File: config.mk
export PLATFORM = sky130hd
export DESIGN_NAME = brr_adpcm_block_decoder_flat
export DESIGN_NICKNAME = d
export VERILOG_FILES = /design/src/sv/brr_pkg.sv /design/src/sv/brr_byte_if.sv /design/src/sv/brr_pair_if.sv /design/src/sv/brr_front.sv /design/src/sv/brr_queue.sv /design/src/sv/brr_back.sv /design/src/sv/brr_adpcm_block_decoder.sv /design/src/flat_wrapper.sv
export SDC_FILE = /design/constraint.sdc
export NUM_CORES = 1
export LEC_CHECK = 0
export ABC_AREA = 0
export BUFFER_PORTS_ARGS = -buffer_cell sky130_fd_sc_hd__buf_2
export CAP_MARGIN = 5
export CORE_ASPECT_RATIO = 2
export CORE_UTILIZATION = 50
export DETAILED_ROUTE_END_ITERATION = 6
export PLACE_DENSITY_LB_ADDON = 0.1
export SLEW_MARGIN = 30
export SYNTH_ARGS = -nofsm -noshare
export SYNTH_HDL_FRONTEND = slang
export SYNTH_SLANG_ARGS = --single-unit
File: constraint.sdc
create_clock -name i_clk -period 32.6 [get_ports i_clk]
set_input_delay 6.52 -clock i_clk [delete_from_list [all_inputs] [get_ports i_clk]]
set_output_delay 6.52 -clock i_clk [all_outputs]
set_load 0.02 [all_outputs]
File: src/sv/brr_pkg.sv
// ---------------------------------------------------------------------------
// brr_pkg: shared types and arithmetic for the block ADPCM decoder
// Holds the header field layout, the queued data item and the nibble decode.
// ---------------------------------------------------------------------------
`timescale 1ns / 1ps

package brr_pkg;

    // header byte layout
    localparam int unsigned SHIFT_MSB  = 7;
    localparam int unsigned SHIFT_LSB  = 4;
    localparam int unsigned FILT_MSB   = 3;
    localparam int unsigned FILT_LSB   = 2;
    localparam int unsigned LOOP_BIT   = 1;
    localparam int unsigned END_BIT    = 0;

    // data bytes that follow each header
    localparam logic [3:0] DATA_BYTES  = 4'd8;
    localparam logic [3:0] PHASE_HDR   = 4'd0;

    // filter codes
    localparam logic [1:0] FILT_NONE   = 2'd0;
    localparam logic [1:0] FILT_ONE    = 2'd1;
    localparam logic [1:0] FILT_TWO    = 2'd2;
    localparam logic [1:0] FILT_THREE  = 2'd3;

    localparam logic [15:0] SIGN_FLIP  = 16'h8000;

    // one data byte with the header fields it is decoded under
    typedef struct packed {
        logic [7:0] coded_byte;
        logic [3:0] range_shift;
        logic [1:0] filter_select;
        logic       last_of_end;
        logic       loop_flag;
    } t_brr_item;

    // signed quotient by 2**sh, truncated toward zero
    function automatic logic signed [24:0] quot_pow2(
        input logic signed [24:0] x,
        input logic [2:0]         sh
    );
        logic signed [24:0] bias;
        bias = x[24] ? ((25'sd1 <<< sh) - 25'sd1) : 25'sd0;
        return (x + bias) >>> sh;
    endfunction

    // prediction from the last two samples
    function automatic logic [15:0] predict(
        input logic [1:0]  filt,
        input logic [15:0] p1,
        input logic [15:0] p2
    );
        logic signed [24:0] s1;
        logic signed [24:0] s2;
        logic signed [24:0] pred;
        s1 = {{9{p1[15]}}, p1};
        s2 = {{9{p2[15]}}, p2};
        case (filt)
            FILT_ONE:   pred = quot_pow2(s1 * 25'sd15, 3'd4);
            FILT_TWO:   pred = quot_pow2(s1 * 25'sd61, 3'd5)
                               - quot_pow2(s2 * 25'sd15, 3'd4);
            FILT_THREE: pred = quot_pow2(s1 * 25'sd115, 3'd6)
                               - quot_pow2(s2 * 25'sd13, 3'd4);
            default:    pred = 25'sd0;
        endcase
        return pred[15:0];
    endfunction

    // one nibble: sign extend, shift, add prediction, wrap to 16 bits
    function automatic logic [15:0] decode_nibble(
        input logic [3:0]  nib,
        input logic [3:0]  shift,
        input logic [1:0]  filt,
        input logic [15:0] p1,
        input logic [15:0] p2
    );
        logic [15:0] ext;
        ext = {{12{nib[3]}}, nib};
        ext = ext << shift;
        return ext + predict(filt, p1, p2);
    endfunction

endpackage

File: src/sv/brr_byte_if.sv
// ---------------------------------------------------------------------------
// brr_byte_if: compressed byte channel
// Valid/ready channel carrying one coded byte per beat.
// ---------------------------------------------------------------------------
`timescale 1ns / 1ps

interface brr_byte_if;
    logic       valid;
    logic       ready;
    logic [7:0] coded_byte;

    modport source (output valid, output coded_byte, input ready);
    modport sink   (input valid, input coded_byte, output ready);
endinterface

File: src/sv/brr_pair_if.sv
// ---------------------------------------------------------------------------
// brr_pair_if: decoded sample pair channel
// Valid/ready channel carrying two samples and block flags per beat.
// ---------------------------------------------------------------------------
`timescale 1ns / 1ps

interface brr_pair_if;
    logic        valid;
    logic        ready;
    logic [15:0] first_sample;
    logic [15:0] second_sample;
    logic        end_of_sample;
    logic        loop_marked;

    modport source (output valid, output first_sample, output second_sample,
                    output end_of_sample, output loop_marked, input ready);
    modport sink   (input valid, input first_sample, input second_sample,
                    input end_of_sample, input loop_marked, output ready);
endinterface

File: src/sv/brr_front.sv
// ---------------------------------------------------------------------------
// brr_front: byte classifier
// Tracks the block phase, latches header fields and forwards data bytes.
// ---------------------------------------------------------------------------
`timescale 1ns / 1ps

module brr_front (
    input  logic               i_clk,
    input  logic               i_rst_n,
    brr_byte_if.sink           i_byte,
    input  logic               i_q_full,
    output logic               o_push,
    output brr_pkg::t_brr_item o_item
);

    logic [3:0] r_phase;
    logic [3:0] r_shift;
    logic [1:0] r_filt;
    logic       r_end;
    logic       r_loop;

    logic       w_accept;
    logic       w_is_hdr;

    // a header is expected at phase zero and at any phase out of range
    assign w_is_hdr     = (r_phase == brr_pkg::PHASE_HDR) || (r_phase > brr_pkg::DATA_BYTES);
    assign i_byte.ready = !i_q_full;
    assign w_accept     = i_byte.valid && i_byte.ready;
    assign o_push       = w_accept && !w_is_hdr;

    // data beat plus the header fields in force
    always_comb begin
        o_item.coded_byte    = i_byte.coded_byte;
        o_item.range_shift   = r_shift;
        o_item.filter_select = r_filt;
        o_item.last_of_end   = (r_phase == 4'd1) && r_end;
        o_item.loop_flag     = r_loop;
    end

    // phase and header state
    always_ff @(posedge i_clk) begin
        if (!i_rst_n) begin
            r_phase <= brr_pkg::PHASE_HDR;
            r_shift <= '0;
            r_filt  <= '0;
            r_end   <= 1'b0;
            r_loop  <= 1'b0;
        end else if (w_accept) begin
            if (w_is_hdr) begin
                r_phase <= brr_pkg::DATA_BYTES;
                r_shift <= i_byte.coded_byte[brr_pkg::SHIFT_MSB:brr_pkg::SHIFT_LSB];
                r_filt  <= i_byte.coded_byte[brr_pkg::FILT_MSB:brr_pkg::FILT_LSB];
                r_loop  <= i_byte.coded_byte[brr_pkg::LOOP_BIT];
                r_end   <= i_byte.coded_byte[brr_pkg::END_BIT];
            end else begin
                r_phase <= r_phase - 4'd1;
            end
        end
    end

endmodule

File: src/sv/brr_queue.sv
// ---------------------------------------------------------------------------
// brr_queue: small item queue
// First-in first-out buffer between the classifier and the decode stage.
// ---------------------------------------------------------------------------
`timescale 1ns / 1ps

module brr_queue #(
    parameter int unsigned DEPTH = 2
) (
    input  logic               i_clk,
    input  logic               i_rst_n,
    input  logic               i_push,
    input  brr_pkg::t_brr_item i_item,
    input  logic               i_pop,
    output logic               o_full,
    output logic               o_valid,
    output brr_pkg::t_brr_item o_item
);

    localparam int unsigned PW = (DEPTH > 1) ? $clog2(DEPTH) : 1;
    localparam int unsigned CW = $clog2(DEPTH + 1);
    localparam logic [PW-1:0] LAST_SLOT = PW'(DEPTH - 1);
    localparam logic [CW-1:0] FULL_CNT  = CW'(DEPTH);

    brr_pkg::t_brr_item r_mem [DEPTH];
    logic [PW-1:0]      r_wr;
    logic [PW-1:0]      r_rd;
    logic [CW-1:0]      r_cnt;

    logic               w_push;
    logic               w_pop;

    assign o_full  = (r_cnt == FULL_CNT);
    assign o_valid = (r_cnt != '0);
    assign o_item  = r_mem[r_rd];
    assign w_push  = i_push && !o_full;
    assign w_pop   = i_pop && o_valid;

    // storage
    always_ff @(posedge i_clk) begin
        if (w_push) begin
            r_mem[r_wr] <= i_item;
        end
    end

    // pointers and fill count
    always_ff @(posedge i_clk) begin
        if (!i_rst_n) begin
            r_wr  <= '0;
            r_rd  <= '0;
            r_cnt <= '0;
        end else begin
            if (w_push) begin
                r_wr <= (r_wr == LAST_SLOT) ? '0 : r_wr + PW'(1);
            end
            if (w_pop) begin
                r_rd <= (r_rd == LAST_SLOT) ? '0 : r_rd + PW'(1);
            end
            if (w_push && !w_pop) begin
                r_cnt <= r_cnt + CW'(1);
            end else if (w_pop && !w_push) begin
                r_cnt <= r_cnt - CW'(1);
            end
        end
    end

endmodule

File: src/sv/brr_back.sv
// ---------------------------------------------------------------------------
// brr_back: sample decode stage
// Decodes both nibbles of a data byte against the history and registers
// the sample pair for the output channel.
// ---------------------------------------------------------------------------
`timescale 1ns / 1ps

module brr_back (
    input  logic               i_clk,
    input  logic               i_rst_n,
    input  logic               i_q_valid,
    input  brr_pkg::t_brr_item i_item,
    output logic               o_pop,
    brr_pair_if.source         o_pair
);

    logic [15:0] r_p1;
    logic [15:0] r_p2;
    logic        r_valid;
    logic [15:0] r_first;
    logic [15:0] r_second;
    logic        r_end;
    logic        r_loop;

    logic [15:0] w_s0;
    logic [15:0] w_s1;

    // take a queued beat when the output register is free or draining
    assign o_pop = i_q_valid && (!r_valid || o_pair.ready);

    // two chained predictor steps, high nibble first
    always_comb begin
        w_s0 = brr_pkg::decode_nibble(i_item.coded_byte[7:4], i_item.range_shift,
                                      i_item.filter_select, r_p1, r_p2);
        w_s1 = brr_pkg::decode_nibble(i_item.coded_byte[3:0], i_item.range_shift,
                                      i_item.filter_select, w_s0, r_p1);
    end

    // history and output valid
    always_ff @(posedge i_clk) begin
        if (!i_rst_n) begin
            r_p1    <= '0;
            r_p2    <= '0;
            r_valid <= 1'b0;
        end else begin
            if (o_pop) begin
                r_valid <= 1'b1;
                if (i_item.last_of_end) begin
                    r_p1 <= '0;
                    r_p2 <= '0;
                end else begin
                    r_p1 <= w_s1;
                    r_p2 <= w_s0;
                end
            end else if (o_pair.ready) begin
                r_valid <= 1'b0;
            end
        end
    end

    // output payload
    always_ff @(posedge i_clk) begin
        if (o_pop) begin
            r_first  <= w_s0 ^ brr_pkg::SIGN_FLIP;
            r_second <= w_s1 ^ brr_pkg::SIGN_FLIP;
            r_end    <= i_item.last_of_end;
            r_loop   <= i_item.loop_flag;
        end
    end

    assign o_pair.valid         = r_valid;
    assign o_pair.first_sample  = r_first;
    assign o_pair.second_sample = r_second;
    assign o_pair.end_of_sample = r_end;
    assign o_pair.loop_marked   = r_loop;

endmodule

File: src/sv/brr_adpcm_block_decoder.sv
// ---------------------------------------------------------------------------
// brr_adpcm_block_decoder: block ADPCM sample decoder
// Turns a stream of 9-byte compressed blocks into 16-bit sample pairs.
// ---------------------------------------------------------------------------
// usage:
//   i_byte carries one compressed byte per beat. The first byte of each
//   block is a header (range shift, filter, loop and end flags) and gives
//   no result; each of the eight data bytes after it gives one beat on
//   o_pair with two offset-binary samples, the high nibble first.
//   end_of_sample marks the last pair of a block flagged end; the sample
//   history then clears before the next block.
// timing:
//   one byte is taken per cycle while the queue is not full; a data byte
//   accepted is written into the queue, and the decode stage takes it from
//   there into the output register that drives o_pair. Rate is set by the
//   decode stage, which runs both predictor steps of a byte combinationally.
// reset and stall:
//   reset clears the block phase (a header is expected), the header fields,
//   the history and the queue. When o_pair is held off, the output register
//   keeps its pair, the queue fills with up to QUEUE_DEPTH data bytes, and
//   then i_byte.ready drops until the receiver takes a beat.
// ---------------------------------------------------------------------------
`timescale 1ns / 1ps

module brr_adpcm_block_decoder #(
    parameter int unsigned QUEUE_DEPTH = 2
) (
    input  logic        i_clk,
    input  logic        i_rst_n,
    brr_byte_if.sink    i_byte,
    brr_pair_if.source  o_pair
);

    logic               w_push;
    logic               w_pop;
    logic               w_full;
    logic               w_q_valid;
    brr_pkg::t_brr_item w_in_item;
    brr_pkg::t_brr_item w_out_item;

    // classify bytes and track block phase
    brr_front u_front (
        .i_clk    (i_clk),
        .i_rst_n  (i_rst_n),
        .i_byte   (i_byte),
        .i_q_full (w_full),
        .o_push   (w_push),
        .o_item   (w_in_item)
    );

    // decouple classifier from decode
    brr_queue #(
        .DEPTH (QUEUE_DEPTH)
    ) u_queue (
        .i_clk   (i_clk),
        .i_rst_n (i_rst_n),
        .i_push  (w_push),
        .i_item  (w_in_item),
        .i_pop   (w_pop),
        .o_full  (w_full),
        .o_valid (w_q_valid),
        .o_item  (w_out_item)
    );

    // decode sample pairs
    brr_back u_back (
        .i_clk     (i_clk),
        .i_rst_n   (i_rst_n),
        .i_q_valid (w_q_valid),
        .i_item    (w_out_item),
        .o_pop     (w_pop),
        .o_pair    (o_pair)
    );

endmodule
File: src/flat_wrapper.sv
// flat-port wrapper written by rule: the top's interface ports become plain ports
module brr_adpcm_block_decoder_flat 
#(
    parameter int unsigned QUEUE_DEPTH = 2
)
  (i_clk, i_rst_n, i_byte_valid, i_byte_coded_byte, i_byte_ready, o_pair_valid, o_pair_first_sample, o_pair_second_sample, o_pair_end_of_sample, o_pair_loop_marked, o_pair_ready);
  brr_byte_if i_byte_i ();
  brr_pair_if o_pair_i ();
  input  logic i_clk;
  input  logic i_rst_n;
  input wire logic [$bits(i_byte_i.valid)-1:0] i_byte_valid;
  input wire logic [$bits(i_byte_i.coded_byte)-1:0] i_byte_coded_byte;
  output wire logic [$bits(i_byte_i.ready)-1:0] i_byte_ready;
  output wire logic [$bits(o_pair_i.valid)-1:0] o_pair_valid;
  output wire logic [$bits(o_pair_i.first_sample)-1:0] o_pair_first_sample;
  output wire logic [$bits(o_pair_i.second_sample)-1:0] o_pair_second_sample;
  output wire logic [$bits(o_pair_i.end_of_sample)-1:0] o_pair_end_of_sample;
  output wire logic [$bits(o_pair_i.loop_marked)-1:0] o_pair_loop_marked;
  input wire logic [$bits(o_pair_i.ready)-1:0] o_pair_ready;
  assign i_byte_i.valid = i_byte_valid;
  assign i_byte_i.coded_byte = i_byte_coded_byte;
  assign i_byte_ready = i_byte_i.ready;
  assign o_pair_valid = o_pair_i.valid;
  assign o_pair_first_sample = o_pair_i.first_sample;
  assign o_pair_second_sample = o_pair_i.second_sample;
  assign o_pair_end_of_sample = o_pair_i.end_of_sample;
  assign o_pair_loop_marked = o_pair_i.loop_marked;
  assign o_pair_i.ready = o_pair_ready;
  brr_adpcm_block_decoder #(.QUEUE_DEPTH(QUEUE_DEPTH)) u_core (.i_clk(i_clk), .i_rst_n(i_rst_n), .i_byte(i_byte_i), .o_pair(o_pair_i));
endmodule
==> impl_metrics.ini <==
[synth]
yosysTopAreaCell = ha_1
netlist_instances = 3455
syn_nets = 4118
yosys_most_used_dff = edfxtp_1
synth_edf_count = 66
yosysWarnings = 0
synth_top_area_share = 0.1886
synthArstFlopShare = 0
synth_area_sq_um = 28330
synth_seq_cells = 116
yosys-top-cells-area = ha_1 19%, fa_1 16%, xnor2_1 7.9%
syn_area_per_cell_sq_um = 8.201
ys_types = 95
seq_area_frac_synth = 0.1053

[clocking]
cts_buffer_depth = 2
htree_levels = 4
path_clk_slew_ns = 0.07
cts_sinks = 116
cts_inserted_buffers = 17
cts-root-buf = clkbuf_16
ctsHoldBuffers = 0
insertion_delay_ns = 0.47
postCtsSetupRepairBufs = 0
tritoncts = done
cts-resized-gates = 0

[timing]
grt_setup_unrepaired = false
setup_ws_ns = 9.318
fin_skew_ns = 0.02590
layout_min_cycle_time_ns = 23.28
min_period_over_period = 0.7142
hold_violations = 0
max_slew_margin = 0.2703
worstMarginPinSlew_ns = 1.085
slew_viol_final = 0
max_freq_ghz = 0.04295
setup_viol = 0
finalSetupTns_ns = 0

[drt]
drt_iter0_markers = 1267
vias = 25210
vias_per_cell = 5.907
drc_errors = 0
drtAntennaViolNets = 0
first_pass_iters = 5
avgRoutedWirePerCell_um = 24.70
wl_um = 105400

[critical_path]
reg2reg_from = u_core.u_back.r_p1[0]$_SDFFE_PN0P_
cp_max_fo = 9
crit_top_cell = ha_1
start_kind = register
r2r_cells = 85
regToRegSetupSlack_ns = 9.32
r2r-end = u_core.u_back.o_pair.second_sample[15]$_DFFE_PP_
slowest_delay_ns = 0.80
path_class = register to register
critical-path-top-delay-family = compound AO/OA/AOI/OAI gates
arrival_ns = 23.50
crit_buf_inv = 9
cp_slowest_cell = dfxtp_1
end_kind = register
required_ns = 32.81

[die]
die_w_um = 170.3
ios = 48
placementRows = 123
die_area_sq_um = 57680
start_util = 0.5044
dieHeight_um = 338.7
core_area_sq_um = 56170

[global_routing]
grt_pass1_wl_um = 154600
grt_max_degree = 52
first_global_vias = 26090
antenna_found_initial = 0
grt_overflow = 0
grt_util_all_layers = 0.3701

[placement]
dpl_cell_area_sq_um = 29640
hpwl_um = 90280
port_buffers = 47
gp_congestion = 1.040
dp_slack_ns = 9.784
dp.cells = 4234

[cells_and_area]
fin_area_sq_um = 30250
antenna_cells = 0
fin_cells = 4267
syn2layout_area_growth_pct = 6.778
final_common_cell = inv_1
drive_above_1_share = 0.05146
nets = 4167
num-fill-cells = 5434
layout_common_cells = 573 x inv_1, 427 x ha_1, 253 x xnor2_1, 239 x a21oi_1, 237 x nor2_1

[hold_path]
min_path_type = register to register
hold_depth = 0
hold_end = u_core.u_queue.r_mem[1][4]$_DFFE_PP_
hold_start = u_core.u_front.r_shift[0]$_SDFFE_PN0P_

[run]
cap_violations = 0

[run_status]
status = completed
## metrics by stage
step | hold slack [ns] | utilization
6_report | 0.4621 | 0.5386
5_1_grt | 0.4664 | 0.5386
4_1_cts | 0.4631 | 0.5384
3_5_place_dp | 0.4503 | 0.5276
3_3_place_gp | 0.4300 | 0.5273
2_1_floorplan | 0.4249 | -
## routing by layer
metal  track usage  up-vias  wire (um)
li1              -    11910          -
met1        0.3234    12080      32800
met2        0.6680      802      53660
met3       0.05184      414       4514
met4        0.4249        0      14410
met5             0        -          0
## logic make-up after synthesis
family / share of synthesized area
DFF: 0.1053
AOI/OAI and AO/OA: 0.1793
and+or+nand+nor: 0.1493
adders and majority gates: 0.3468
muxes: 0.01431
buffers and inverters: 0.08289
xor gates and xnor gates: 0.1221
## state kept, by name, indices dropped and copies added (netlist names), named ones only
register and count:
u_core.u_front.r_end 1, u_core.u_back.o_pair.second_sample 16, u_core.u_back.o_pair.valid 1, u_core.u_front.r_shift 4
u_core.u_back.o_pair.end_of_sample 1, u_core.u_queue.r_mem 32, u_core.u_front.r_loop 1, u_core.u_back.r_p1 16
u_core.u_queue.r_cnt 2, u_core.u_front.r_filt 2, u_core.u_back.o_pair.loop_marked 1, u_core.u_queue.r_wr 1
u_core.u_back.o_pair.first_sample 16, u_core.u_back.r_p2 16, u_core.u_front.r_phase 4, u_core.u_queue.r_rd 1
## Yosys cell counts (all sizes together), types with 32 or more instances
cell,instances
o22ai,35
fa,224
a22oi,32
ha,427
nor2b,84
a21o,72
a21oi,240
edfxtp,66
nor3,61
and2,37
xnor2,256
dfxtp,50
nand3,46
o21a,32
inv,574
clkbuf,45
nor2,239
o21ai,160
xor2,133
nand2,172
and3,36
## worst register-to-register path, delay by kind of cell (launching register included)
| family | cells | cell delay, ns |
|---|---|---|
| AOI/OAI and AO/OA | 42 | 9.83 |
| xor gates and xnor gates | 5 | 1.49 |
| adders and majority gates | 17 | 6.93 |
| buffers and inverters | 9 | 1.12 |
| DFF | 1 | 0.80 |
| muxes | 1 | 0.68 |
| and+or+nand+nor | 11 | 2.18 |
## worst max path at each step
stage / from / end / depth (start not counted)
global route: u_core.u_back.r_p1[0]$_SDFFE_PN0P_ / u_core.u_back.o_pair.second_sample[15]$_DFFE_PP_ / 85
finish: u_core.u_back.r_p1[0]$_SDFFE_PN0P_ / u_core.u_back.o_pair.second_sample[15]$_DFFE_PP_ / 85
global placement: u_core.u_back.r_p1[0]$_SDFFE_PN0P_ / u_core.u_back.o_pair.second_sample[15]$_DFFE_PP_ / 85
detailed placement: u_core.u_back.r_p1[0]$_SDFFE_PN0P_ / u_core.u_back.o_pair.second_sample[15]$_DFFE_PP_ / 85
floorplan: u_core.u_back.r_p1[7]$_SDFFE_PN0P_ / u_core.u_back.o_pair.second_sample[15]$_DFFE_PP_ / 89
CTS: u_core.u_back.r_p1[0]$_SDFFE_PN0P_ / u_core.u_back.o_pair.second_sample[15]$_DFFE_PP_ / 85
## layout make-up
cell class	count	area, sq um	share of cell area
multi-input combinational	2714	23090	0.7632
clock inverter	10	118.9	0.003929
tap	750	938.4	0.03102
inverter	575	2158	0.07134
timing repair buffer	80	480.5	0.01588
sequential	116	2983	0.09859
clock buffer	22	485.5	0.01605
Power is not shown: default switching activity piles up to over one toggle a cycle in this logic, so the estimate is an artifact.
